--- src/rtl/core/gb3_pkg.sv ---
`timescale 1ns / 1ps
// ----------------------------------------------------------------------------
// gb3_pkg
// Shared types, constants and the per-channel blur kernel of the 3x3 blur.
// ----------------------------------------------------------------------------
package gb3_pkg;

  localparam int MAX_WIDTH_DEF = 4096;
  localparam int MAX_HEIGHT    = 4096;
  localparam int CFG_W         = 13;
  localparam int COORD_W       = 12;
  localparam int PIX_W         = 24;

  localparam logic [CFG_W-1:0] WIDTH_RESET  = 13'd640;
  localparam logic [CFG_W-1:0] HEIGHT_RESET = 13'd480;

  // Configuration register indexes
  typedef enum logic {
    REG_IMAGE_WIDTH  = 1'b0,
    REG_IMAGE_HEIGHT = 1'b1
  } cfg_reg_t;

  // {red, green, blue}, blue in the low byte
  typedef logic [PIX_W-1:0] pixel_t;

  // One window column: two stored rows above and the arriving row
  typedef struct packed {
    pixel_t up;
    pixel_t mid;
    pixel_t bot;
  } column_t;

  // Position flags of one pixel in the frame
  typedef struct packed {
    logic rge1;
    logic rge2;
    logic cge1;
    logic cge2;
    logic col_last;
    logic row_last;
  } edge_t;

  typedef struct packed {
    pixel_t             pix;
    logic [COORD_W-1:0] row;
    logic [COORD_W-1:0] col;
    logic               last;
  } result_t;

  // Up to three results caused by one pixel, packed from slot 0
  typedef struct packed {
    logic              push;
    logic [1:0]        count;
    result_t [2:0]     slot;
  } res_group_t;

  // 1-2-1 x 1-2-1 kernel on each channel, divide by 16 with truncation
  function automatic pixel_t blur_px(column_t a, column_t b, column_t d);
    logic [11:0] s;
    pixel_t      res;
    res = '0;
    for (int ch = 0; ch < 3; ch++) begin
      s = 12'(a.up[ch*8 +: 8])          + (12'(b.up[ch*8 +: 8]) << 1)
        + 12'(d.up[ch*8 +: 8])
        + (12'(a.mid[ch*8 +: 8]) << 1)  + (12'(b.mid[ch*8 +: 8]) << 2)
        + (12'(d.mid[ch*8 +: 8]) << 1)
        + 12'(a.bot[ch*8 +: 8])         + (12'(b.bot[ch*8 +: 8]) << 1)
        + 12'(d.bot[ch*8 +: 8]);
      res[ch*8 +: 8] = s[11:4];
    end
    return res;
  endfunction

endpackage

--- src/rtl/core/gb3_emit.sv ---
`timescale 1ns / 1ps
// ----------------------------------------------------------------------------
// gb3_emit
// Output register for up to three results per pixel, one per unstalled clock.
// ----------------------------------------------------------------------------
module gb3_emit (
  input  logic                clk,
  input  logic                rst,
  input  gb3_pkg::res_group_t group,
  input  logic                out_accept,
  output logic                ready,
  output logic                out_valid,
  output gb3_pkg::result_t    out_res
);

  logic [1:0]                 count;
  logic [1:0]                 count_next;
  gb3_pkg::result_t [2:0]     slots;

  assign ready     = (count == 2'd0) || ((count == 2'd1) && out_accept);
  assign out_valid = (count != 2'd0);
  assign out_res   = slots[0];

  assign count_next = group.push ? group.count : (count - {1'b0, out_accept});

  always_ff @(posedge clk) begin
    if (rst) begin
      count <= '0;
    end else begin
      count <= count_next;
    end
  end

  // Load a new group or advance to the next result
  always_ff @(posedge clk) begin
    if (group.push) begin
      slots <= group.slot;
    end else if (out_accept) begin
      slots[0] <= slots[1];
      slots[1] <= slots[2];
    end
  end

endmodule
--- config.mk ---
export PLATFORM = sky130hd
export DESIGN_NAME = gb3_emit
export DESIGN_NICKNAME = d
export VERILOG_FILES = /design/src/rtl/core/gb3_pkg.sv /design/src/rtl/core/gb3_emit.sv
export SDC_FILE = /design/constraint.sdc
export NUM_CORES = 1
export LEC_CHECK = 0
export BUFFER_PORTS_ARGS = -buffer_cell sky130_fd_sc_hd__buf_2
export CAP_MARGIN = 20
export CORE_MARGIN = 2
export CORE_UTILIZATION = 52
export CTS_CLUSTER_DIAMETER = 100
export CTS_CLUSTER_SIZE = 28
export DETAILED_ROUTE_END_ITERATION = 10
export GPL_ROUTABILITY_DRIVEN = 0
export PLACE_DENSITY = 0.91
export SYNTH_ARGS = -nofsm -noshare
export SYNTH_HDL_FRONTEND = slang
export SYNTH_SLANG_ARGS = --single-unit
--- constraint.sdc ---
create_clock -name clk -period 5.3 [get_ports clk]
set_clock_uncertainty 0.05 [all_clocks]
set_input_delay 0.53 -clock clk [delete_from_list [all_inputs] [get_ports clk]]
set_output_delay 0.53 -clock clk [all_outputs]
set_load 0.01 [all_outputs]
# After elaboration in Yosys (flattened, before gate mapping)
# Cells that the tools add are included.
totals:
  register_bits: 149
  in_bits: 153
  output_inout_bits: 51
  word_cells: 23
classes:
  add_sub_neg: 1
  n_eq_ne: 1
  n_mux: 3
  reduce_logical: 5
ops:
  columns: ["operator", "count"]
  rows:
  - ["98-bit two-way mux", 2]
  - ["2-bit nonzero test", 2]
  - ["2-bit by 1-bit equality test with 1-bit output (second input constant)", 1]
  - ["2-bit logical NOT", 1]
  - ["2-bit two-way mux", 1]
  - ["2-bit by 1-bit subtractor with 2-bit output", 1]
  - ["1-bit logical AND", 1]
  - ["1-bit logical OR", 1]

# Longest topological paths before layout
# Gate-level depths: netlist of run 1.
logic_depth:
  word_depth: 3
  depth_mapped: 4
  mapped_depth_nobuf: 4

# Worst setup path before layout of run 1
# OpenSTA, ideal clock, no wires.
synth_path:
  path_type: "input -> register"
  startpoint: "in group[149] (netlist bit)"
  endpoint: "reg slots (netlist bit out_res[0]), enable pin"
  setup_ns: 0.460
  arrival_ns: 2.951
  required_ns: 4.790
  path_slack_ns: 1.838
  stages: 4
  n_path_buf: 2
  path_cell_list: "buf_12 -> buf_12 -> inv_4 -> nand2_1"
synth_between:
  elab_chain_len: 1
synth_lines:
  columns: ["item", "line_no", "source"]
  rows:
  - ["start, declared", "gb3_emit.sv:9", "input gb3_pkg::res_group_t group,"]
  - ["2-bit nonzero test (no line)", null, null]
  - ["end signal, assigned", "gb3_emit.sv:37", "slots <= group.slot;"]
  - ["end, declared", "gb3_emit.sv:18", "gb3_pkg::result_t [2:0] slots;"]
# No other way between the ends.
# A chain may end at the register's enable or synchronous reset.

# Final worst setup path of run 1
layout_path:
  startpoint: "in group[149] (netlist bit)"
  endpoint: "reg slots[93] (netlist bit), enable pin"
# Same word-level chain as after synthesis.

==> results of run 1 <==
## power by group
group          internal (mW)  total [mW]  switching [mW]  leakage [nW]
Combinational          0.173       0.292           0.118          1.62
Clock                  0.774        1.21           0.434         0.292
Sequential              1.43        1.46          0.0315          1.49
## worst reg2reg max path, cell delays in order (launching register included)
cell	delay [ns]
dfxtp_1	0.34
inv_1	0.05
ha_1	0.18
xnor2_1	0.13
a211oi_2	0.21
## state kept, by name (all words and copies together), names as in the netlist
signal	count
slots	98
out_res	49
count	2
## final cells by class
cell class / instances / area share
flip-flops and latches: 149 / 0.568
multi-input cells: 107 / 0.194
repair buffers: 206 / 0.133
clock buffers: 18 / 0.0547
well taps: 172 / 0.0274
clock inverters: 13 / 0.0209
inverters: 3 / 0.00176
## worst max-delay path by stage
stage	cells past startpoint	to	slack, ns	startpoint
floorplan	4	out_res[0]	1.84	group[149]
global placement	4	slots[94]	2.68	group[149]
detailed placement	4	out_res[46]	2.57	group[149]
CTS	4	slots[93]	3.02	group[149]
global route	4	slots[93]	2.89	group[149]
finish	4	slots[93]	3.03	group[149]
## stage by stage
step	cells	hold WS [ns]	setup WS [ns]	instance area (µm²)	power (mW)
5_1_grt	668	0.217	2.89	7840	3.06
3_5_place_dp	637	0.483	2.57	7250	1.78
3_3_place_gp	637	0.479	2.68	7250	1.76
2_1_floorplan	319	0.475	1.84	6550	1.71
4_1_cts	668	0.213	3.02	7840	2.99
6_report	668	0.238	3.03	7840	2.96
## synthesized netlist by cell type
library cell  count
inv_1             2
nand2_1           1
or2_2             1
buf_2             1
nor2b_1           2
a211oi_2          2
edfxtp_1        147
inv_4             1
mux2_2            9
mux2_4           89
xnor2_1           1
buf_4            49
dfxtp_1           2
ha_1              1
a21oi_1           1
buf_12           10
## per-layer routing
| metal | up-vias | global-route usage | share of wire |
|---|---|---|---|
| met5 | - | 0 | 0 |
| met4 | 0 | 0.0921 | 0.029 |
| met3 | 29 | 0.0664 | 0.072 |
| met2 | 131 | 0.272 | 0.52 |
| met1 | 1487 | 0.170 | 0.38 |
| li1 | 1490 | - | - |
## logic make-up after synthesis
| kind of cell | Yosys count |
|---|---|
| buffers and inverters | 63 |
| muxes | 98 |
| xor gates and xnor gates | 1 |
| AOI/OAI and AO/OA | 3 |
| adders and majority gates | 1 |
| DFF | 149 |
| and+or+nand+nor | 4 |
==> results.py, run 1 <==
metrics = {
    "synth": {
        "synth_xor_area_frac": 0.00134,
        "yosys_register_bits": 149,
        "synthMuxAreaShare": 0.219,
        "synthAdderAreaFrac": 0.00191,
        "synth_compound_area_frac": 0.00458,
        "synth_top_area_share": 0.674,
        "synthCells": 319,
        "synth_area_leaders": "edfxtp_1, mux2_4, buf_4",
        "synth_top_family_by_area": "multiplexers",
        "syn_nets": 473,
        "netlist_area_um2": 6550,
        "yosys.area.top_type": "edfxtp_1",
        "ys_types": 16,
        "synth.avg_cell_area_um2": 20.5,
        "yosysSeqAreaShare": 0.680,
        "yosys_warnings": 0,
        "synthSimpleGateAreaFrac": 0.00344,
    },
    "timing": {
        "fin_crit_ns": 2.27,
        "finalHoldViolCount": 0,
        "finalSetupTns_ns": 0,
        "finalCritPeriodShare": 0.428,
        "rsz0062_at_grt": "false",
        "slew_viol_final": 0,
        "max_slew_margin": 0.399,
        "setup_viol": 0,
        "worst_pin_slew_ns": 0.902,
        "fmax_mhz": 441,
    },
    "clocking": {
        "cts_sinks": 149,
        "post_cts_buffers": 0,
        "root_buffer": "clkbuf_16",
        "clkLatencyLatePin_ns": 0.41,
        "hold_buffers": 0,
        "cts_tree": "yes",
        "cts_max_path_buffers": 2,
        "cts.repair.resized": 0,
        "cts_buffers": 17,
        "clk_pin_slew_worst_paths_ns": 0.06,
        "cts_max_level": 4,
    },
    "power": {
        "ir_drop_mv": 0.242,
        "powerDensity_nw_per_um2": 378,
        "p_leak_nw": 3.41,
    },
    "die": {
        "row_count": 41,
        "num_io_pins": 204,
        "die_height_um": 116,
        "fp.dieW_um": 116,
        "dieArea_um2": 13500,
        "start_util": 0.526,
        "core_um2": 12500,
    },
    "setup_path": {
        "r2r-start": "count[0]",
        "cp_max_fo": 61,
        "r2r_cells": 4,
        "critPathRequiredTime_ns": 5.31,
        "timing.critical_path.slowest_stage_cell": "nand2_4",
        "critPathTopFamily": "buffers and inverters",
        "slowest_delay_ns": 0.60,
        "r2r_setup_slack_ns": 4.26,
        "critPathBufInv": 3,
        "worst_r2r_endpoint": "count[1]",
        "end_kind": "flop",
        "start_kind": "input port",
        "arrival_ns": 2.28,
        "crit_type": "input port to flop",
        "crit_chain": "buf_6 > inv_4 > nand2_4 > buf_4",
    },
    "cells_and_area": {
        "multi_input_area_um2": 1520,
        "layout-drive-gt1-share": 0.677,
        "ff_latch_area_um2": 4450,
        "layout_common_cells": "buf_2, edfxtp_1, mux2_4",
        "n_antenna_cell": 0,
        "final_util": 0.629,
        "fill_cells": 906,
        "syn_to_final_growth_pct": 19.6,
        "nets": 638,
        "layout_commonest_cell": "buf_2",
    },
    "global_routing": {
        "overflow": 0,
        "grt_pass1_wl_um": 15600,
        "grt_usage": 0.161,
        "antenna_found_initial": 0,
        "grt_max_degree": 62,
        "grt_pass1_vias": 3231,
    },
    "placed_design": {
        "port_buffers": 203,
        "dp_hpwl_um": 7860,
    },
    "hold_path": {
        "holdPathStages": 1,
        "worstHoldEndpoint": "slots[98]",
        "min-delay-start": "group[98]",
        "hp-class": "input port to flop",
    },
    "routing": {
        "avgViaCountPerCell": 4.70,
        "vias": 3137,
        "drtIter0Drc": 166,
        "ant_nets": 0,
        "drt_wl_total_um": 10800,
        "remaining_drc_errors": 0,
        "drt-pass1-iter-count": 4,
        "wl_per_cell_um": 16.2,
    },
    "status": {
        "status": "finished clean",
    },
    "flow_run": {
        "maxCapViolCount": 0,
    },
}
No activity file was read; power rests on OpenSTA's default activity.
==> run 2: changes to the inputs <==
Settings changed: CORE_UTILIZATION 52 to 46, PLACE_DENSITY 0.91 to 0.86.
Clock period 5.3 ns to 1.95 ns, I/O delays scaled along.
==> results.py, run 2 (synthesized netlist as in run 1, its figures left out) <==
metrics = {
    "status": {
        "status": "finished clean",
    },
    "die": {
        "core_um2": 13900,
        "num_io_pins": 204,
        "fp.dieW_um": 123,
        "start_util": 0.472,
        "die_height_um": 123,
        "row_count": 43,
        "dieArea_um2": 15200,
    },
    "cells_and_area": {
        "fill_cells": 1024,
        "layout_commonest_cell": "buf_2",
        "design_area_um2": 8350,
        "largest_register_ffs": 98,
        "layout-drive-gt1-share": 0.605,
        "nets": 691,
        "layout_common_cells": "buf_2, edfxtp_1, mux2_4",
        "syn_to_final_growth_pct": 27.5,
        "largest-register": "slots",
        "n_antenna_cell": 0,
    },
    "setup_path": {
        "arrival_ns": 1.17,
        "cp_max_fo": 3,
        "r2r-start": "count[0]",
        "critPathBufInv": 1,
        "end_kind": "output pin",
        "critPathRequiredTime_ns": 1.70,
        "start_kind": "flop",
        "critPathTopFamily": "flip-flops",
        "worst_r2r_endpoint": "count[1]",
        "crit_type": "flop to output pin",
        "r2r_setup_slack_ns": 0.91,
        "crit_chain": "or2_2 > buf_2",
        "r2r_cells": 4,
        "timing.critical_path.slowest_stage_cell": "dfxtp_1",
        "slowest_delay_ns": 0.32,
    },
    "global_routing": {
        "antenna_found_initial": 0,
        "grt_max_degree": 99,
        "grt_pass1_vias": 3522,
        "grt_pass1_wl_um": 16800,
        "grt_usage": 0.153,
        "grt_use_met3": 0.0563,
        "overflow": 0,
        "met2_usage": 0.263,
        "busiest_layer": "met2",
        "use_met1": 0.159,
    },
    "hold_path": {
        "worstHoldEndpoint": "slots[50]",
        "holdPathStages": 2,
        "min-delay-start": "group[50]",
        "hp-class": "input port to flop",
    },
    "clocking": {
        "cts.repair.resized": 0,
        "cts_tree": "yes",
        "root_buffer": "clkbuf_16",
        "cts_max_level": 4,
        "cts_buffers": 17,
        "cts_sinks": 149,
        "cts_max_path_buffers": 2,
        "clk_pin_slew_worst_paths_ns": 0.06,
        "clkLatencyLatePin_ns": 0.42,
    },
    "timing": {
        "max_slew_margin": 0.614,
        "worst_pin_slew_ns": 0.579,
        "finalCritPeriodShare": 0.725,
        "finalHoldViolCount": 0,
        "fin_crit_ns": 1.41,
        "fmax_mhz": 708,
        "rsz0062_at_grt": "false",
        "finalSetupTns_ns": 0,
        "setup_slack_ns": 0.537,
        "setup_viol": 0,
        "slew_viol_final": 0,
    },
    "power": {
        "ir_drop_mv": 0.528,
        "total_power_mw": 7.83,
        "p_leak_nw": 3.61,
        "powerDensity_nw_per_um2": 938,
    },
    "routing": {
        "remaining_drc_errors": 0,
        "wl_per_cell_um": 15.9,
        "vias": 3351,
        "drtIter0Drc": 164,
        "avgViaCountPerCell": 4.60,
        "drt-pass1-iter-count": 4,
        "drt_wl_total_um": 11600,
        "ant_nets": 0,
    },
    "flow_run": {
        "maxCapViolCount": 0,
    },
    "placed_design": {
        "placed_area_um2": 7320,
        "dp_hpwl_um": 7730,
        "port_buffers": 203,
        "preCtsSetupSlack_ns": 0.409,
    },
}
[run 2: repair_timing]
| item | 4_1_cts | 5_1_grt |
|---|---|---|
| hold buffers | 50 | 0 |
| endpoints found under the hold margin | 51 | 0 |
| buffers inserted | 0 | 0 |
[run 2: worst max path at each step]
| stage | startpoint | endpoint | slack (ns) | cells after the start |
|---|---|---|---|---|
| finish | count[0] | out_valid | 0.54 | 2 |
| global route | count[0] | out_valid | 0.50 | 2 |
| CTS | count[0] | out_valid | 0.52 | 2 |
| detailed placement | group[149] | out_res[34] | 0.41 | 3 |
| global placement | group[149] | slots[68] | 0.44 | 3 |
| floorplan | group[149] | out_res[0] | 0.29 | 4 |
[run 2: layout make-up]
type,instances,area [µm²],share of cell area
Clock buffer,23,448,0.0536
Multi-Input combinational cell,107,1520,0.182
Sequential cell,149,4450,0.533
Clock inverter,8,83.8,0.0100
Tap cell,180,225,0.0270
Timing Repair Buffer,259,1610,0.193
Inverter,3,13.8,0.00165
[run 2: stage by stage]
| stage | util | instances | hold slack [ns] |
|---|---|---|---|
| after floorplan | - | 319 | 0.210 |
| after global placement | 0.527 | 648 | 0.323 |
| after detailed placement | 0.527 | 648 | 0.323 |
| after CTS | 0.602 | 729 | 0.00675 |
| after global routing | 0.602 | 729 | 0.00847 |
| final | 0.602 | 729 | 0.0245 |
[run 2: worst reg2reg max path, stage by stage, from the launching register on]
cell and delay, ns:
dfxtp_1 0.35, inv_1 0.05, ha_1 0.18, xnor2_1 0.14, a211oi_2 0.20
[run 2: layer usage]
layer | part of all wire | wire length (µm)
met5 | 0 | 0
met4 | 0.033 | 378
met3 | 0.064 | 738
met2 | 0.52 | 6100
met1 | 0.38 | 4400
[run 2: power by group]
group | switching (mW) | internal (mW) | leakage (nW) | total [mW]
Sequential | 0.0832 | 3.89 | 1.49 | 3.97
Combinational | 0.345 | 0.546 | 1.86 | 0.891
Clock | 1.12 | 1.85 | 0.257 | 2.97
