$ cat src/rtl/core/gb3_pkg.sv
`timescale 1ns / 1ps
// ----------------------------------------------------------------------------
// gb3_pkg
// Shared types, constants and the per-channel blur kernel of the 3x3 blur.
// ----------------------------------------------------------------------------
package gb3_pkg;

  localparam int MAX_WIDTH_DEF = 4096;
  localparam int MAX_HEIGHT    = 4096;
  localparam int CFG_W         = 13;
  localparam int COORD_W       = 12;
  localparam int PIX_W         = 24;

  localparam logic [CFG_W-1:0] WIDTH_RESET  = 13'd640;
  localparam logic [CFG_W-1:0] HEIGHT_RESET = 13'd480;

  // Configuration register indexes
  typedef enum logic {
    REG_IMAGE_WIDTH  = 1'b0,
    REG_IMAGE_HEIGHT = 1'b1
  } cfg_reg_t;

  // {red, green, blue}, blue in the low byte
  typedef logic [PIX_W-1:0] pixel_t;

  // One window column: two stored rows above and the arriving row
  typedef struct packed {
    pixel_t up;
    pixel_t mid;
    pixel_t bot;
  } column_t;

  // Position flags of one pixel in the frame
  typedef struct packed {
    logic rge1;
    logic rge2;
    logic cge1;
    logic cge2;
    logic col_last;
    logic row_last;
  } edge_t;

  typedef struct packed {
    pixel_t             pix;
    logic [COORD_W-1:0] row;
    logic [COORD_W-1:0] col;
    logic               last;
  } result_t;

  // Up to three results caused by one pixel, packed from slot 0
  typedef struct packed {
    logic              push;
    logic [1:0]        count;
    result_t [2:0]     slot;
  } res_group_t;

  // 1-2-1 x 1-2-1 kernel on each channel, divide by 16 with truncation
  function automatic pixel_t blur_px(column_t a, column_t b, column_t d);
    logic [11:0] s;
    pixel_t      res;
    res = '0;
    for (int ch = 0; ch < 3; ch++) begin
      s = 12'(a.up[ch*8 +: 8])          + (12'(b.up[ch*8 +: 8]) << 1)
        + 12'(d.up[ch*8 +: 8])
        + (12'(a.mid[ch*8 +: 8]) << 1)  + (12'(b.mid[ch*8 +: 8]) << 2)
        + (12'(d.mid[ch*8 +: 8]) << 1)
        + 12'(a.bot[ch*8 +: 8])         + (12'(b.bot[ch*8 +: 8]) << 1)
        + 12'(d.bot[ch*8 +: 8]);
      res[ch*8 +: 8] = s[11:4];
    end
    return res;
  endfunction

endpackage

$ cat src/rtl/core/gb3_window.sv
`timescale 1ns / 1ps
// ----------------------------------------------------------------------------
// gb3_window
// Line-store read-back, 3x3 window, blur and result selection for one pixel.
// ----------------------------------------------------------------------------
module gb3_window #(
  parameter int MAX_WIDTH = gb3_pkg::MAX_WIDTH_DEF
) (
  input  logic                         clk,
  input  logic                         rst,
  input  logic                         in_accept,
  input  gb3_pkg::pixel_t              pix_in,
  input  logic [$clog2(MAX_WIDTH)-1:0] col,
  input  logic [gb3_pkg::COORD_W-1:0]  row,
  input  gb3_pkg::edge_t               edges,
  input  logic [2*gb3_pkg::PIX_W-1:0]  ram_rdata,
  input  logic                         emit_ready,
  output logic                         busy,
  output logic                         ram_we,
  output logic [$clog2(MAX_WIDTH)-1:0] ram_waddr,
  output logic [2*gb3_pkg::PIX_W-1:0]  ram_wdata,
  output gb3_pkg::res_group_t          group
);

  localparam int CW = $clog2(MAX_WIDTH);

  logic                         s1_valid;
  gb3_pkg::pixel_t              s1_pix;
  logic [CW-1:0]                s1_col;
  logic [gb3_pkg::COORD_W-1:0]  s1_row;
  gb3_pkg::edge_t               s1_edge;
  logic                         s1_fwd;
  logic [2*gb3_pkg::PIX_W-1:0]  s1_fwd_data;
  logic                         s1_go;
  logic [2*gb3_pkg::PIX_W-1:0]  line;
  gb3_pkg::column_t             cur;
  gb3_pkg::column_t             win0;
  gb3_pkg::column_t             win1;
  logic                         emit_diag;
  logic                         emit_right;
  logic                         emit_bottom;
  gb3_pkg::result_t             res_diag;
  gb3_pkg::result_t             res_right;
  gb3_pkg::result_t             res_bottom;
  gb3_pkg::result_t [2:0]       slots;
  logic [1:0]                   count;

  // Current column: stored rows (forwarded on a same-address write) and new pixel
  always_comb begin
    line    = s1_fwd ? s1_fwd_data : ram_rdata;
    cur.up  = line[2*gb3_pkg::PIX_W-1:gb3_pkg::PIX_W];
    cur.mid = line[gb3_pkg::PIX_W-1:0];
    cur.bot = s1_pix;
  end

  // Which results this pixel causes
  assign emit_diag   = s1_edge.rge1 && s1_edge.cge1;
  assign emit_right  = s1_edge.rge1 && s1_edge.col_last;
  assign emit_bottom = s1_edge.rge1 && s1_edge.row_last;

  always_comb begin
    res_diag.pix  = (s1_edge.rge2 && s1_edge.cge2) ?
                    gb3_pkg::blur_px(win0, win1, cur) : win1.mid;
    res_diag.row  = s1_row - 12'd1;
    res_diag.col  = 12'(s1_col - CW'(1));
    res_diag.last = 1'b0;

    res_right.pix  = cur.mid;
    res_right.row  = s1_row - 12'd1;
    res_right.col  = 12'(s1_col);
    res_right.last = 1'b0;

    res_bottom.pix  = s1_pix;
    res_bottom.row  = s1_row;
    res_bottom.col  = 12'(s1_col);
    res_bottom.last = 1'b0;
  end

  // Pack the results from slot 0 and flag the final one
  always_comb begin
    slots = '0;
    count = '0;
    if (emit_diag) begin
      slots[count] = res_diag;
      count = count + 2'd1;
    end
    if (emit_right) begin
      slots[count] = res_right;
      count = count + 2'd1;
    end
    if (emit_bottom) begin
      slots[count] = res_bottom;
      count = count + 2'd1;
    end
    if (count != 2'd0) begin
      slots[count - 2'd1].last = 1'b1;
    end
  end

  assign s1_go = s1_valid && ((count == 2'd0) || emit_ready);
  assign busy  = s1_valid && !s1_go;

  assign group.push  = s1_go && (count != 2'd0);
  assign group.count = count;
  assign group.slot  = slots;

  // Write back: middle row moves up, new pixel becomes the middle row
  assign ram_we    = s1_go;
  assign ram_waddr = s1_col;
  assign ram_wdata = {cur.mid, s1_pix};

  // Stage control
  always_ff @(posedge clk) begin
    if (rst) begin
      s1_valid <= 1'b0;
    end else if (in_accept) begin
      s1_valid <= 1'b1;
    end else if (s1_go) begin
      s1_valid <= 1'b0;
    end
  end

  // Capture the pixel and note a same-cycle write to the address being read
  always_ff @(posedge clk) begin
    if (in_accept) begin
      s1_pix      <= pix_in;
      s1_col      <= col;
      s1_row      <= row;
      s1_edge     <= edges;
      s1_fwd      <= s1_go && (col == s1_col);
      s1_fwd_data <= {cur.mid, s1_pix};
    end
  end

  // Shift the window by one column
  always_ff @(posedge clk) begin
    if (rst) begin
      win0 <= '0;
      win1 <= '0;
    end else if (s1_go) begin
      win0 <= win1;
      win1 <= cur;
    end
  end

endmodule

$ cat config.mk
export PLATFORM = sky130hd
export DESIGN_NAME = gb3_window
export DESIGN_NICKNAME = d
export VERILOG_FILES = /design/src/rtl/core/gb3_pkg.sv /design/src/rtl/core/gb3_window.sv
export SDC_FILE = /design/constraint.sdc
export NUM_CORES = 1
export LEC_CHECK = 0
export BUFFER_PORTS_ARGS = -buffer_cell sky130_fd_sc_hd__buf_2
export CORE_MARGIN = 2
export CORE_UTILIZATION = 55
export DETAILED_ROUTE_END_ITERATION = 7
export HOLD_SLACK_MARGIN = 0.05
export PLACE_DENSITY = 0.79
export SYNTH_ARGS = -nofsm -noshare
export SYNTH_HDL_FRONTEND = slang
export SYNTH_SLANG_ARGS = --single-unit
$ cat constraint.sdc
create_clock -name clk -period 7.4 [get_ports clk]
set_clock_uncertainty 0.15 [all_clocks]
set_input_delay 1.48 -clock clk [delete_from_list [all_inputs] [get_ports clk]]
set_output_delay 1.48 -clock clk [all_outputs]
set_load 0.01 [all_outputs]
=== After elaboration in Yosys (flattened, before gate mapping) ===
Index checks and enable logic that the tools add are counted.

* Logic and storage cells: 90
* Flip-flop bits (word level): 248
* Input bits: 106
* Output and inout bits: 212

* Eq/ne operators: 1
* Add/sub/neg operators: 29
* $lt $le $gt $ge: 6
* Reduce and logical (&&, ||, !) cells: 16
* Mux-type cells: 20

{| class="wikitable"
|+ Operators with widths
! cell !! count
|-
| $bwmux 147 || 3
|-
| $mux 147 || 3
|-
| $demux 49 s2 || 3
|-
| $mux 49 || 3
|-
| $add 12x8->12 || 6
|-
| $add 12x9->12 || 6
|-
| $mux 48 || 1
|-
| $add 11x9->12 || 3
|-
| $add 12x10->12 || 3
|-
| $add 10x8->11 || 3
|-
| $add 8x9->10 || 3
|-
| $mux 24 || 1
|-
| $sub 12x1->12 const B || 2
|-
| $eq 12x12->1 || 1
|-
| $logic_and 1x1->1 || 11
|-
| $lt 2x3->1 const B || 2
|-
| $ge 2x1->1 const B || 2
|-
| $mux 1 || 4
|-
| $mux 2 || 2
|-
| $reduce_bool 2->1 || 2
|-
| $lt 1x3->1 const B || 1
|-
| $add 1x1->2 const B || 1
|-
| $add 2x1->2 const B || 1
|-
| $logic_not 2->1 || 1
|-
| other kinds (4) || 4
|}

=== Logic depth before layout (Yosys ltp) ===
Gate-level depths: netlist of run 1.

* Depth after elaboration: 16
* Depth in mapped cells: 18
* Mapped depth without buffers: 14

=== Least setup slack after synthesis of run 1 ===
No wires, ideal clock.

* Path type: input -> output
* From: input port ram_rdata[18] (netlist bit)
* To: output port group[46] (netlist bit)
* Path buffers: 0
* Data arrival time: 5.306 ns
* Data required time: 5.770 ns
* Stages: 14
* Slack: 0.464 ns
* Cells stage by stage: mux2i_1 -> fa_1 -> inv_1 -> fa_1 -> fa_1 -> inv_1 -> fa_1 -> nor3_1 -> fa_1 -> a21o_1 -> a221oi_1 -> xnor2_1 -> nand2_1 -> a31oi_1

{| class="wikitable"
|+ RTL lines
! item !! line !! text
|-
| from (decl) || gb3_window.sv:16 || <nowiki>input logic [2*gb3_pkg::PIX_W-1:0] ram_rdata,</nowiki>
|-
| to (decl) || gb3_window.sv:22 || <nowiki>output gb3_pkg::res_group_t group</nowiki>
|}

==> impl_metrics.env, run 1 <==
export IMPL_area_of_the_core_mm2=0.0297
export IMPL_fin_crit_sh_pct=97.7
export IMPL_antenna_found_initial=2
export IMPL_maxClockFrequency_mhz=138
export IMPL_areaGrowthSynthToFinish_pct=16.2
export IMPL_dp_cells=2331
export IMPL_cts_sinks=248
export IMPL_cts_setup_buffers=0
export IMPL_worstSetupEndpointType="primary output"
export IMPL_synth_common_cells="sky130_fd_sc_hd__nand2_1, sky130_fd_sc_hd__inv_1, sky130_fd_sc_hd__fa_1"
export IMPL_power_density_mw_per_mm2=265
export IMPL_finalSetupTns_ns=0
export IMPL_final_hold_viol_count=0
export IMPL_max_cap_viol_count=0
export IMPL_postSynthRegisterBits=248
export IMPL_run_status="finished, final reports clean"
export IMPL_final_instance_count_excl_fill=2384
export IMPL_hold_path_class="register to register"
export IMPL_post_synth_main_area_contributors="sky130_fd_sc_hd__fa_1, sky130_fd_sc_hd__edfxtp_1, sky130_fd_sc_hd__dfxtp_1, sky130_fd_sc_hd__nand2_1, sky130_fd_sc_hd__inv_1"
export IMPL_synth_avg_cell_area_um2=9.73
export IMPL_edff_count_synth=103
export IMPL_mappedNetlistNets=2022
export IMPL_synthDominantAreaCellType="sky130_fd_sc_hd__fa_1"
export IMPL_number_of_cells_on_the_worst_hold_path=2
export IMPL_worst_pin_slew_ns=1.14
export IMPL_clock_tree_htree_level_count=1
export IMPL_synth_yosys_seq_area_share_pct=36.0
export IMPL_criticalPathCategory="input pin to primary output"
export IMPL_synthArstFlopShare_pct=0
export IMPL_vdd_drop_max_mv=0.189
export IMPL_tritoncts="yes"
export IMPL_hpwl_um=33100
export IMPL_die_height_um=178
export IMPL_grt_pass1_vias=13500
export IMPL_reg2reg_depth=9
export IMPL_synthesis_yosys_warnings=0
export IMPL_yosys_cell_count_top_type="sky130_fd_sc_hd__nand2_1"
export IMPL_post_route_util_pct=65.2
export IMPL_maximum_number_of_pins_on_one_net_before_global_route_repair=115
export IMPL_insertion_delay_ns=0.54
export IMPL_design_power_total_mw=5.12
export IMPL_timing_slew_headroom_pct=23.7
export IMPL_critical_path_required_ns=5.77
export IMPL_drcViolationCount=0
export IMPL_via_count=13600
export IMPL_finalWorstPathRequiredPeriod_ns=7.23
export IMPL_cts_hold_buffers_added=0
export IMPL_post_drt_via_cell_ratio=5.70
export IMPL_global_route_overflow_total=0
export IMPL_io_buffer_count=317
export IMPL_fp_dieArea_mm2=0.0317
export IMPL_grt_pass1_wl_um=72300
export IMPL_die_w_um=178
export IMPL_post_detailed_routing_wire_length_um=46800
export IMPL_grt_use_total_pct=29.4
export IMPL_clockBufferDepth=3
export IMPL_drt_wirelength_per_cell_um=19.6
export IMPL_cts_made_buffers=28
export IMPL_finalHoldWorstSlack_ns=0.305
export IMPL_crit_path_start_kind="input pin"
export IMPL_drive_above_1_share_pct=23.4
export IMPL_syn_area_mm2=0.0167
export IMPL_route_antenna_remaining_nets=0
export IMPL_post_synth_top_area_fraction_pct=18.7
export IMPL_core_rowCount=63
export IMPL_yosysUniqueCellTypes=63
export IMPL_first_iter_violations=1137
export IMPL_ff2ff_setup_slack_ns=2.89
export IMPL_firstDrtPassIters=6
export IMPL_critical_path_arrival_ns=5.60
export IMPL_critical_path_peak_fanout=3
export IMPL_top_level_ports=318
export IMPL_cts_root_buf="sky130_fd_sc_hd__clkbuf_16"
export IMPL_clkSlewWorstSetupHoldPaths_ns=0.06
export IMPL_synthesis_instances=1713
export IMPL_final_nets=2280
export IMPL_floorplan_initialDensity_pct=56.1
export IMPL_slew_violations=0
export IMPL_total_leakage_power_nw=8.70
export IMPL_finalSetupViolations=0
export IMPL_leading_register_cell_type_out_of_synthesis="sky130_fd_sc_hd__dfxtp_1"
export IMPL_gp_congestion=0.910
[metrics by stage]
step	cell area (um2)	setup WS, ns
floorplan	16700	0.464
global placement	18300	0.128
detailed placement	18300	0.0234
CTS	19300	0.0587
global route	19400	-0.00150
finish	19400	0.173
[cells by family (layout without fill, tap and decap cells)]
| family | Yosys count | in the layout | synth area share [%] |
|---|---|---|---|
| and+or+nand+nor | 507 | 507 | 14.0 |
| muxes | 64 | 64 | 3.87 |
| DFF | 248 | 248 | 36.0 |
| other | 0 | 1 | 0 |
| AOI/OAI and AO/OA | 333 | 333 | 13.6 |
| buffers and inverters | 333 | 613 | 8.93 |
| xor gates and xnor gates | 25 | 25 | 1.31 |
| adders and majority gates | 203 | 203 | 22.3 |
[cell type report]
cell class	count	area, um2
diodes	1	2.50
multi-input cells	1132	9260
well taps	390	488
fillers	2396	10400
inverters	213	805
repair buffers	348	1840
flip-flops and latches	248	6000
clock inverters	14	121
clock buffers	38	853
[report_power, final]
| part | total [mW] | internal (mW) | switching, mW |
|---|---|---|---|
| Clock | 1.45 | 0.875 | 0.575 |
| Sequential | 1.62 | 1.52 | 0.101 |
| Combinational | 2.06 | 0.872 | 1.19 |
| Total | 5.12 | 3.26 | 1.86 |
[sequential cells by signal, summed over array words and instances, names as in the netlist]
signal and flops:
s1_edge 6, win1 72, win0 72, ram_waddr 12, s1_fwd 1, s1_pix 24
s1_fwd_data 48, s1_valid 1, s1_row 12
[timing repair]
action / in CTS / in global routing
cloned: 0 / 0
setup endpoints to repair: 1 / 9
pin swaps: 0 / 1
gates resized for setup: 1 / 13
[worst paths after layout]
path	endpoint	from
max	group[44]	ram_rdata[18]
min	win0[48]	win0[48]
min reg2reg	win0[48]	win0[48]
max reg2reg	win1[55]	s1_edge[5]
[layout by cell type (no fill, tap or decap), drive strengths merged, types with 4 or more instances in the layout]
master / n
nand3: 14
clkinv: 11
nand3b: 8
mux2: 4
o31ai: 33
o22ai: 8
nand4: 7
ha: 47
clkbuf: 38
nand4bb: 4
dfxtp: 145
nand2: 280
nor2: 81
nor3: 15
and3: 9
o21a: 4
edfxtp: 103
fa: 156
o21ai: 57
nor4: 4
a221oi: 11
a211oi: 49
mux2i: 60
a21o: 9
and2: 67
o41ai: 7
buf: 348
inv: 213
o221ai: 6
a21oi: 129
xnor2: 24
[worst max-delay path, cell delays in order]
cell and delay, ns:
sky130_fd_sc_hd__buf_2 0.10, sky130_fd_sc_hd__mux2i_2 0.22, sky130_fd_sc_hd__fa_1 0.46, sky130_fd_sc_hd__inv_1 0.09, sky130_fd_sc_hd__fa_1 0.43, sky130_fd_sc_hd__fa_1 0.50, sky130_fd_sc_hd__inv_1 0.05, sky130_fd_sc_hd__fa_1 0.53
sky130_fd_sc_hd__nor3_1 0.08, sky130_fd_sc_hd__fa_1 0.49, sky130_fd_sc_hd__a21o_1 0.25, sky130_fd_sc_hd__a21oi_1 0.20, sky130_fd_sc_hd__xnor2_1 0.09, sky130_fd_sc_hd__a222oi_1 0.31, sky130_fd_sc_hd__a21oi_1 0.13, sky130_fd_sc_hd__buf_2 0.18
[metal layers]
layer	wire (um)	vias to the layer above	global-route usage, %
met5	13	-	0
met4	1220	2	9.22
met3	4220	103	6.61
met2	23000	658	50.0
met1	18300	6642	37.3
li1	-	6186	-
No activity file was read; power rests on OpenSTA's default activity.
==> run 2: changes to the inputs <==
Settings changed: CORE_UTILIZATION 55 to 51, PLACE_DENSITY 0.79 to 0.77.
Clock period 7.4 ns to 6.3 ns, I/O delays scaled along.
==> run 2 against run 1 <==
  * The flow now finishes with violations (setup timing)
  * Die area grew 7.7%
  * Core utilization shrank 0.76 points
  * Worst hold slack gained 0.00074 ns
  * Routed wire length grew 7.4%
  * Register-to-register slack lost 0.98 ns
  * Setup slack lost 0.59 ns
  * First-iteration DRC count shrank 14%
  * Non-clock buffer count grew 102
  * Via count grew 3.2%
  * Critical endpoint is now group[46]
==> impl_metrics.env, run 2 (synthesis results as in run 1) <==
export IMPL_run_status="finished with violations"
export IMPL_failed_checks="setup timing"
export IMPL_first_iter_violations=980
export IMPL_hold_path_class="register to register"
export IMPL_firstDrtPassIters=5
export IMPL_ff2ff_setup_slack_ns=1.91
export IMPL_tritoncts="yes"
export IMPL_worst_pin_slew_ns=1.16
export IMPL_gp_congestion=0.889
export IMPL_cts_hold_buffers_added=0
export IMPL_power_density_mw_per_mm2=325
export IMPL_global_route_overflow_total=0
export IMPL_vdd_drop_max_mv=0.212
export IMPL_final_instance_count_excl_fill=2536
export IMPL_fp_dieArea_mm2=0.0341
export IMPL_power_switching_fraction_pct=36.7
export IMPL_design_power_total_mw=6.77
export IMPL_io_buffer_count=317
export IMPL_final_hold_viol_count=0
export IMPL_post_dp_cell_area_mm2=0.0191
export IMPL_floorplan_initialDensity_pct=51.5
export IMPL_total_leakage_power_nw=9.20
export IMPL_setup_repair_after_global_routing_missed_its_margin="yes"
export IMPL_critical_path_peak_fanout=8
export IMPL_via_count=14000
export IMPL_cts_made_buffers=28
export IMPL_finalHoldWorstSlack_ns=0.306
export IMPL_maximum_number_of_pins_on_one_net_before_global_route_repair=90
export IMPL_post_drt_via_cell_ratio=5.53
export IMPL_die_height_um=185
export IMPL_worstSetupEndpointType="primary output"
export IMPL_cts_root_buf="sky130_fd_sc_hd__clkbuf_16"
export IMPL_fin_crit_sh_pct=107
export IMPL_clockBufferDepth=3
export IMPL_top_level_ports=318
export IMPL_criticalPathCategory="register to primary output"
export IMPL_finalInstanceArea_mm2=0.0208
export IMPL_critical_path_arrival_ns=5.31
export IMPL_share_seq_of_total_power_pct=28.0
export IMPL_timing_slew_headroom_pct=22.4
export IMPL_setup_slack_after_layout_ns=-0.415
export IMPL_route_antenna_remaining_nets=0
export IMPL_core_rowCount=66
export IMPL_die_w_um=185
export IMPL_final_seq_area_mm2=0.00600
export IMPL_drcViolationCount=0
export IMPL_areaGrowthSynthToFinish_pct=25.1
export IMPL_insertion_delay_ns=0.56
export IMPL_grt_pass1_wl_um=76000
export IMPL_power_report_internal_total_mw=4.29
export IMPL_layout_common_cells="sky130_fd_sc_hd__buf_2, sky130_fd_sc_hd__nand2_1, sky130_fd_sc_hd__inv_1, sky130_fd_sc_hd__dfxtp_1, sky130_fd_sc_hd__fa_1"
export IMPL_share_comb_of_total_power_pct=48.5
export IMPL_critical_path_required_ns=4.89
export IMPL_clkSlewWorstSetupHoldPaths_ns=0.06
export IMPL_maxClockFrequency_mhz=149
export IMPL_mostFrequentLayoutCell="sky130_fd_sc_hd__buf_2"
export IMPL_slew_violations=0
export IMPL_cts_sinks=248
export IMPL_drt_wirelength_per_cell_um=19.8
export IMPL_hpwl_um=34600
export IMPL_top_flop_regs="win0 (72), win1 (72), s1_fwd_data (48)"
export IMPL_clock_tree_htree_level_count=1
export IMPL_grt_pass1_vias=14100
export IMPL_crit_path_start_kind="register"
export IMPL_finalSetupTns_ns=-5.12
export IMPL_area_of_the_core_mm2=0.0324
export IMPL_dp_cells=2462
export IMPL_grt_use_total_pct=29.2
export IMPL_area_of_the_multi_input_gates_mm2=0.00985
export IMPL_antenna_found_initial=0
export IMPL_post_detailed_routing_wire_length_um=50300
export IMPL_max_cap_viol_count=0
export IMPL_drive_above_1_share_pct=31.0
export IMPL_p_sw_mw=2.48
export IMPL_finalSetupViolations=24
export IMPL_finalWorstPathRequiredPeriod_ns=6.72
export IMPL_fillCellCount=2578
export IMPL_clkPwrFrac_pct=23.5
export IMPL_final_nets=2382
## run 2: critical path, stage by stage, from the launching register on
cell	delay, ns
sky130_fd_sc_hd__edfxtp_1	0.41
sky130_fd_sc_hd__buf_12	0.17
sky130_fd_sc_hd__buf_16	0.15
sky130_fd_sc_hd__mux2i_4	0.20
sky130_fd_sc_hd__fa_1	0.53
sky130_fd_sc_hd__inv_2	0.05
sky130_fd_sc_hd__fa_1	0.49
sky130_fd_sc_hd__fa_1	0.52
sky130_fd_sc_hd__inv_2	0.05
sky130_fd_sc_hd__fa_1	0.55
sky130_fd_sc_hd__nor3_2	0.07
sky130_fd_sc_hd__fa_2	0.38
sky130_fd_sc_hd__a21o_1	0.20
sky130_fd_sc_hd__a221oi_2	0.29
sky130_fd_sc_hd__xnor2_1	0.17
sky130_fd_sc_hd__nand2_1	0.09
sky130_fd_sc_hd__a31oi_2	0.25
sky130_fd_sc_hd__buf_2	0.16
## run 2: area by class of cell
class	count	share of cell area [%]
well taps	442	2.65
inverters	213	3.86
repair buffers	450	13.2
clock inverters	6	0.276
clock buffers	44	3.94
multi-input cells	1132	47.3
flip-flops and latches	248	28.8
diodes	1	0.0120
## run 2: power groups by stage
stage / clock (mW) / sequential, mW / combinational (mW)
2_1_floorplan: 0 / 1.89 / 1.75
3_3_place_gp: 0 / 1.92 / 2.58
3_5_place_dp: 0 / 1.92 / 2.70
4_1_cts: 1.62 / 1.89 / 3.01
5_1_grt: 1.68 / 1.91 / 3.58
6_report: 1.59 / 1.90 / 3.29
## run 2: path summary, 6_finish.rpt
kind | start | end | depth (start not counted)
worst max-delay path | s1_fwd | group[46] | 17
worst min-delay path | win0[65] | win0[65] | 2
worst max register to register | s1_edge[3] | win1[42] | 12
worst min register to register | win0[65] | win0[65] | 2
## run 2: what timing repair did
action / 4_1_cts / 5_1_grt
gates cloned: 3 / 0
buffers inserted: 10 / 13
gates resized for setup: 91 / 47
pin swaps: 38 / 25
endpoints found under the setup margin: 24 / 24
## run 2: routing by layer
layer / part of all wire (%) / vias up / GRT usage (%)
li1: - / 6398 / -
met1: 39 / 6837 / 36.3
met2: 50 / 666 / 51.1
met3: 7.7 / 123 / 5.18
met4: 3.6 / 0 / 10.3
met5: 0 / - / 0
## run 2: stage by stage
step / worst slack [ns] / util [%]
final: -0.415 / 64.4
after global routing: -0.547 / 64.4
after CTS: -0.378 / 63.6
after detailed placement: -0.435 / 58.9
after global placement: -0.367 / 58.9
after floorplan: 0.00977 / -
==> run 3: changes to the inputs <==
Clock period 6.3 ns to 6.1 ns, I/O delays scaled along.
==> run 3 against run 2 <==
  * The flow still finishes with violations (setup timing)
  * Global-route usage is 0.26 points higher
  * Sequential cell count stayed put
  * Combinational power is 16% higher
==> impl_metrics.env, run 3 (synthesis results as in run 1) <==
export IMPL_die_height_um=185
export IMPL_critical_path_top_delay_family="adder cells"
export IMPL_timing_critical_path_mode_cell="sky130_fd_sc_hd__fa_1"
export IMPL_firstDrtPassIters=6
export IMPL_cts_root_buf="sky130_fd_sc_hd__clkbuf_16"
export IMPL_number_of_cells_on_the_worst_hold_path=2
export IMPL_drive_above_1_share_pct=31.9
export IMPL_route_antenna_remaining_nets=0
export IMPL_top_level_ports=318
export IMPL_mostFrequentLayoutCell="sky130_fd_sc_hd__buf_2"
export IMPL_crit_path_start_kind="register"
export IMPL_rr_startpoint="s1_edge[5]"
export IMPL_cts_made_buffers=29
export IMPL_area_of_the_core_mm2=0.0324
export IMPL_die_w_um=185
export IMPL_drt_wirelength_per_cell_um=20.4
export IMPL_max_stage_delay_ns=0.53
export IMPL_reg2reg_depth=10
export IMPL_timing_slew_headroom_pct=15.2
export IMPL_layout_common_cells="sky130_fd_sc_hd__buf_2, sky130_fd_sc_hd__nand2_1, sky130_fd_sc_hd__inv_1, sky130_fd_sc_hd__dfxtp_1, sky130_fd_sc_hd__fa_1"
export IMPL_post_detailed_routing_wire_length_um=51900
export IMPL_grt_pass1_wl_um=77700
export IMPL_slowest_stage="sky130_fd_sc_hd__fa_1"
export IMPL_vdd_drop_max_mv=0.230
export IMPL_clockBufferDepth=3
export IMPL_hpwl_um=34900
export IMPL_top_flop_regs="win0 (72), win1 (72), s1_fwd_data (48)"
export IMPL_fin_crit_sh_pct=110
export IMPL_final_nets=2387
export IMPL_hold_start="win0[56]"
export IMPL_maximum_number_of_pins_on_one_net_before_global_route_repair=101
export IMPL_failed_checks="setup timing"
export IMPL_fp_dieArea_mm2=0.0341
export IMPL_critical_path_cell_chain="buf_12 -> buf_16 -> mux2i_4 -> fa_1 -> inv_1 -> fa_1 -> fa_1 -> inv_1 -> fa_1 -> nor3_2 -> fa_2 -> a21o_1 -> a221oi_4 -> xnor2_1 -> nand2_1 -> a31oi_2 -> buf_2"
export IMPL_criticalPathCategory="register to primary output"
export IMPL_via_count=14100
export IMPL_maxClockFrequency_mhz=150
export IMPL_grt_pass1_vias=14200
export IMPL_max_cap_viol_count=0
export IMPL_critical_path_peak_fanout=12
export IMPL_clkSlewWorstSetupHoldPaths_ns=0.06
export IMPL_finalSetupTns_ns=-9.45
export IMPL_critical_path_arrival_ns=5.32
export IMPL_finalHoldWorstSlack_ns=0.304
export IMPL_antenna_found_initial=4
export IMPL_power_density_mw_per_mm2=355
export IMPL_setup_slack_after_layout_ns=-0.587
export IMPL_grt_use_total_pct=29.5
export IMPL_finalWorstPathRequiredPeriod_ns=6.69
export IMPL_total_leakage_power_nw=9.29
export IMPL_setup_repair_after_global_routing_missed_its_margin="yes"
export IMPL_slew_violations=0
export IMPL_worst_pin_slew_ns=1.27
export IMPL_hold_path_class="register to register"
export IMPL_gp_congestion=0.888
export IMPL_insertion_delay_ns=0.57
export IMPL_tritoncts="yes"
export IMPL_final_hold_viol_count=0
export IMPL_global_route_overflow_total=0
export IMPL_critical_register_to_register_path_endpoint="win1[33]"
export IMPL_core_rowCount=66
export IMPL_worstSetupEndpointType="primary output"
export IMPL_io_buffer_count=317
export IMPL_finalSetupViolations=24
export IMPL_cts_sinks=248
export IMPL_areaGrowthSynthToFinish_pct=26.7
export IMPL_run_status="finished with violations"
export IMPL_holdPathEnd="win0[56]"
export IMPL_critical_path_required_ns=4.73
export IMPL_ff2ff_setup_slack_ns=2.32
export IMPL_clock_tree_htree_level_count=1
export IMPL_critical_path_buf_inv_count=5
export IMPL_post_drt_via_cell_ratio=5.53
export IMPL_pre_cts_slack_ns=-0.493
export IMPL_drcViolationCount=0
export IMPL_first_iter_violations=1173
export IMPL_floorplan_initialDensity_pct=51.5
[run 3: worst register-to-register path, stage by stage (launching register included)]
cell and delay (ns):
sky130_fd_sc_hd__edfxtp_1 0.58, sky130_fd_sc_hd__nand2_1 0.47, sky130_fd_sc_hd__inv_1 0.29, sky130_fd_sc_hd__ha_1 0.28, sky130_fd_sc_hd__nor2_1 0.16, sky130_fd_sc_hd__a221oi_2 0.10, sky130_fd_sc_hd__nand2b_4 0.19, sky130_fd_sc_hd__inv_6 0.47
sky130_fd_sc_hd__buf_4 0.67, sky130_fd_sc_hd__nor2_1 0.15, sky130_fd_sc_hd__a211oi_2 0.22
[run 3: worst max-delay path by stage]
stage | slack, ns | depth (start not counted) | end | from
5_1_grt | -0.76 | 17 | group[38] | s1_fwd
2_1_floorplan | -0.006 | 14 | group[46] | ram_rdata[18]
6_report | -0.59 | 17 | group[38] | s1_fwd
3_3_place_gp | -0.39 | 16 | group[39] | ram_rdata[39]
4_1_cts | -0.50 | 17 | group[30] | s1_fwd
3_5_place_dp | -0.49 | 16 | group[38] | ram_rdata[35]
[run 3: stage by stage]
stage | cells | util (%) | total power [mW] | area, um2
after detailed placement | 2457 | 59.0 | 4.88 | 19100
after floorplan | 1713 | - | 3.77 | 16800
final | 2544 | 65.2 | 7.49 | 21100
after global routing | 2544 | 65.2 | 7.91 | 21100
after global placement | 2457 | 59.0 | 4.75 | 19100
after CTS | 2524 | 63.7 | 7.03 | 20600
[run 3: area by class of cell]
| cell class | instances | area, um2 |
|---|---|---|
| Fill cell | 2526 | 11300 |
| Multi-Input combinational cell | 1132 | 10000 |
| Sequential cell | 248 | 6000 |
| Timing Repair Buffer | 454 | 2790 |
| Clock buffer | 44 | 853 |
| Inverter | 213 | 805 |
| Tap cell | 442 | 553 |
| Clock inverter | 10 | 90.1 |
| Antenna cell | 1 | 2.50 |
[run 3: per-layer routing]
metal  track usage, %  part of all wire [%]  up-vias  routed length [um]
li1                 -                     -     6413                   -
met5                0                 0.044        -                  23
met1             37.2                    39     6858               20200
met2             50.3                    49      663               25500
met4             9.71                   3.1        4                1600
met3             6.28                   8.7      122                4530
[run 3: repair_timing]
item | CTS | global route
endpoints found under the setup margin | 24 | 24
pin swaps | 30 | 40
cloned | 2 | 2
hold buffers | 0 | 0
setup buffers | 11 | 19
gates resized for setup | 79 | 63
[run 3: report_power, final]
group          total (mW)  internal (mW)  switching (mW)
combinational        3.81           1.87            1.94
clock                1.72           1.01           0.713
sequential           1.96           1.84           0.119
total                7.49           4.72            2.77
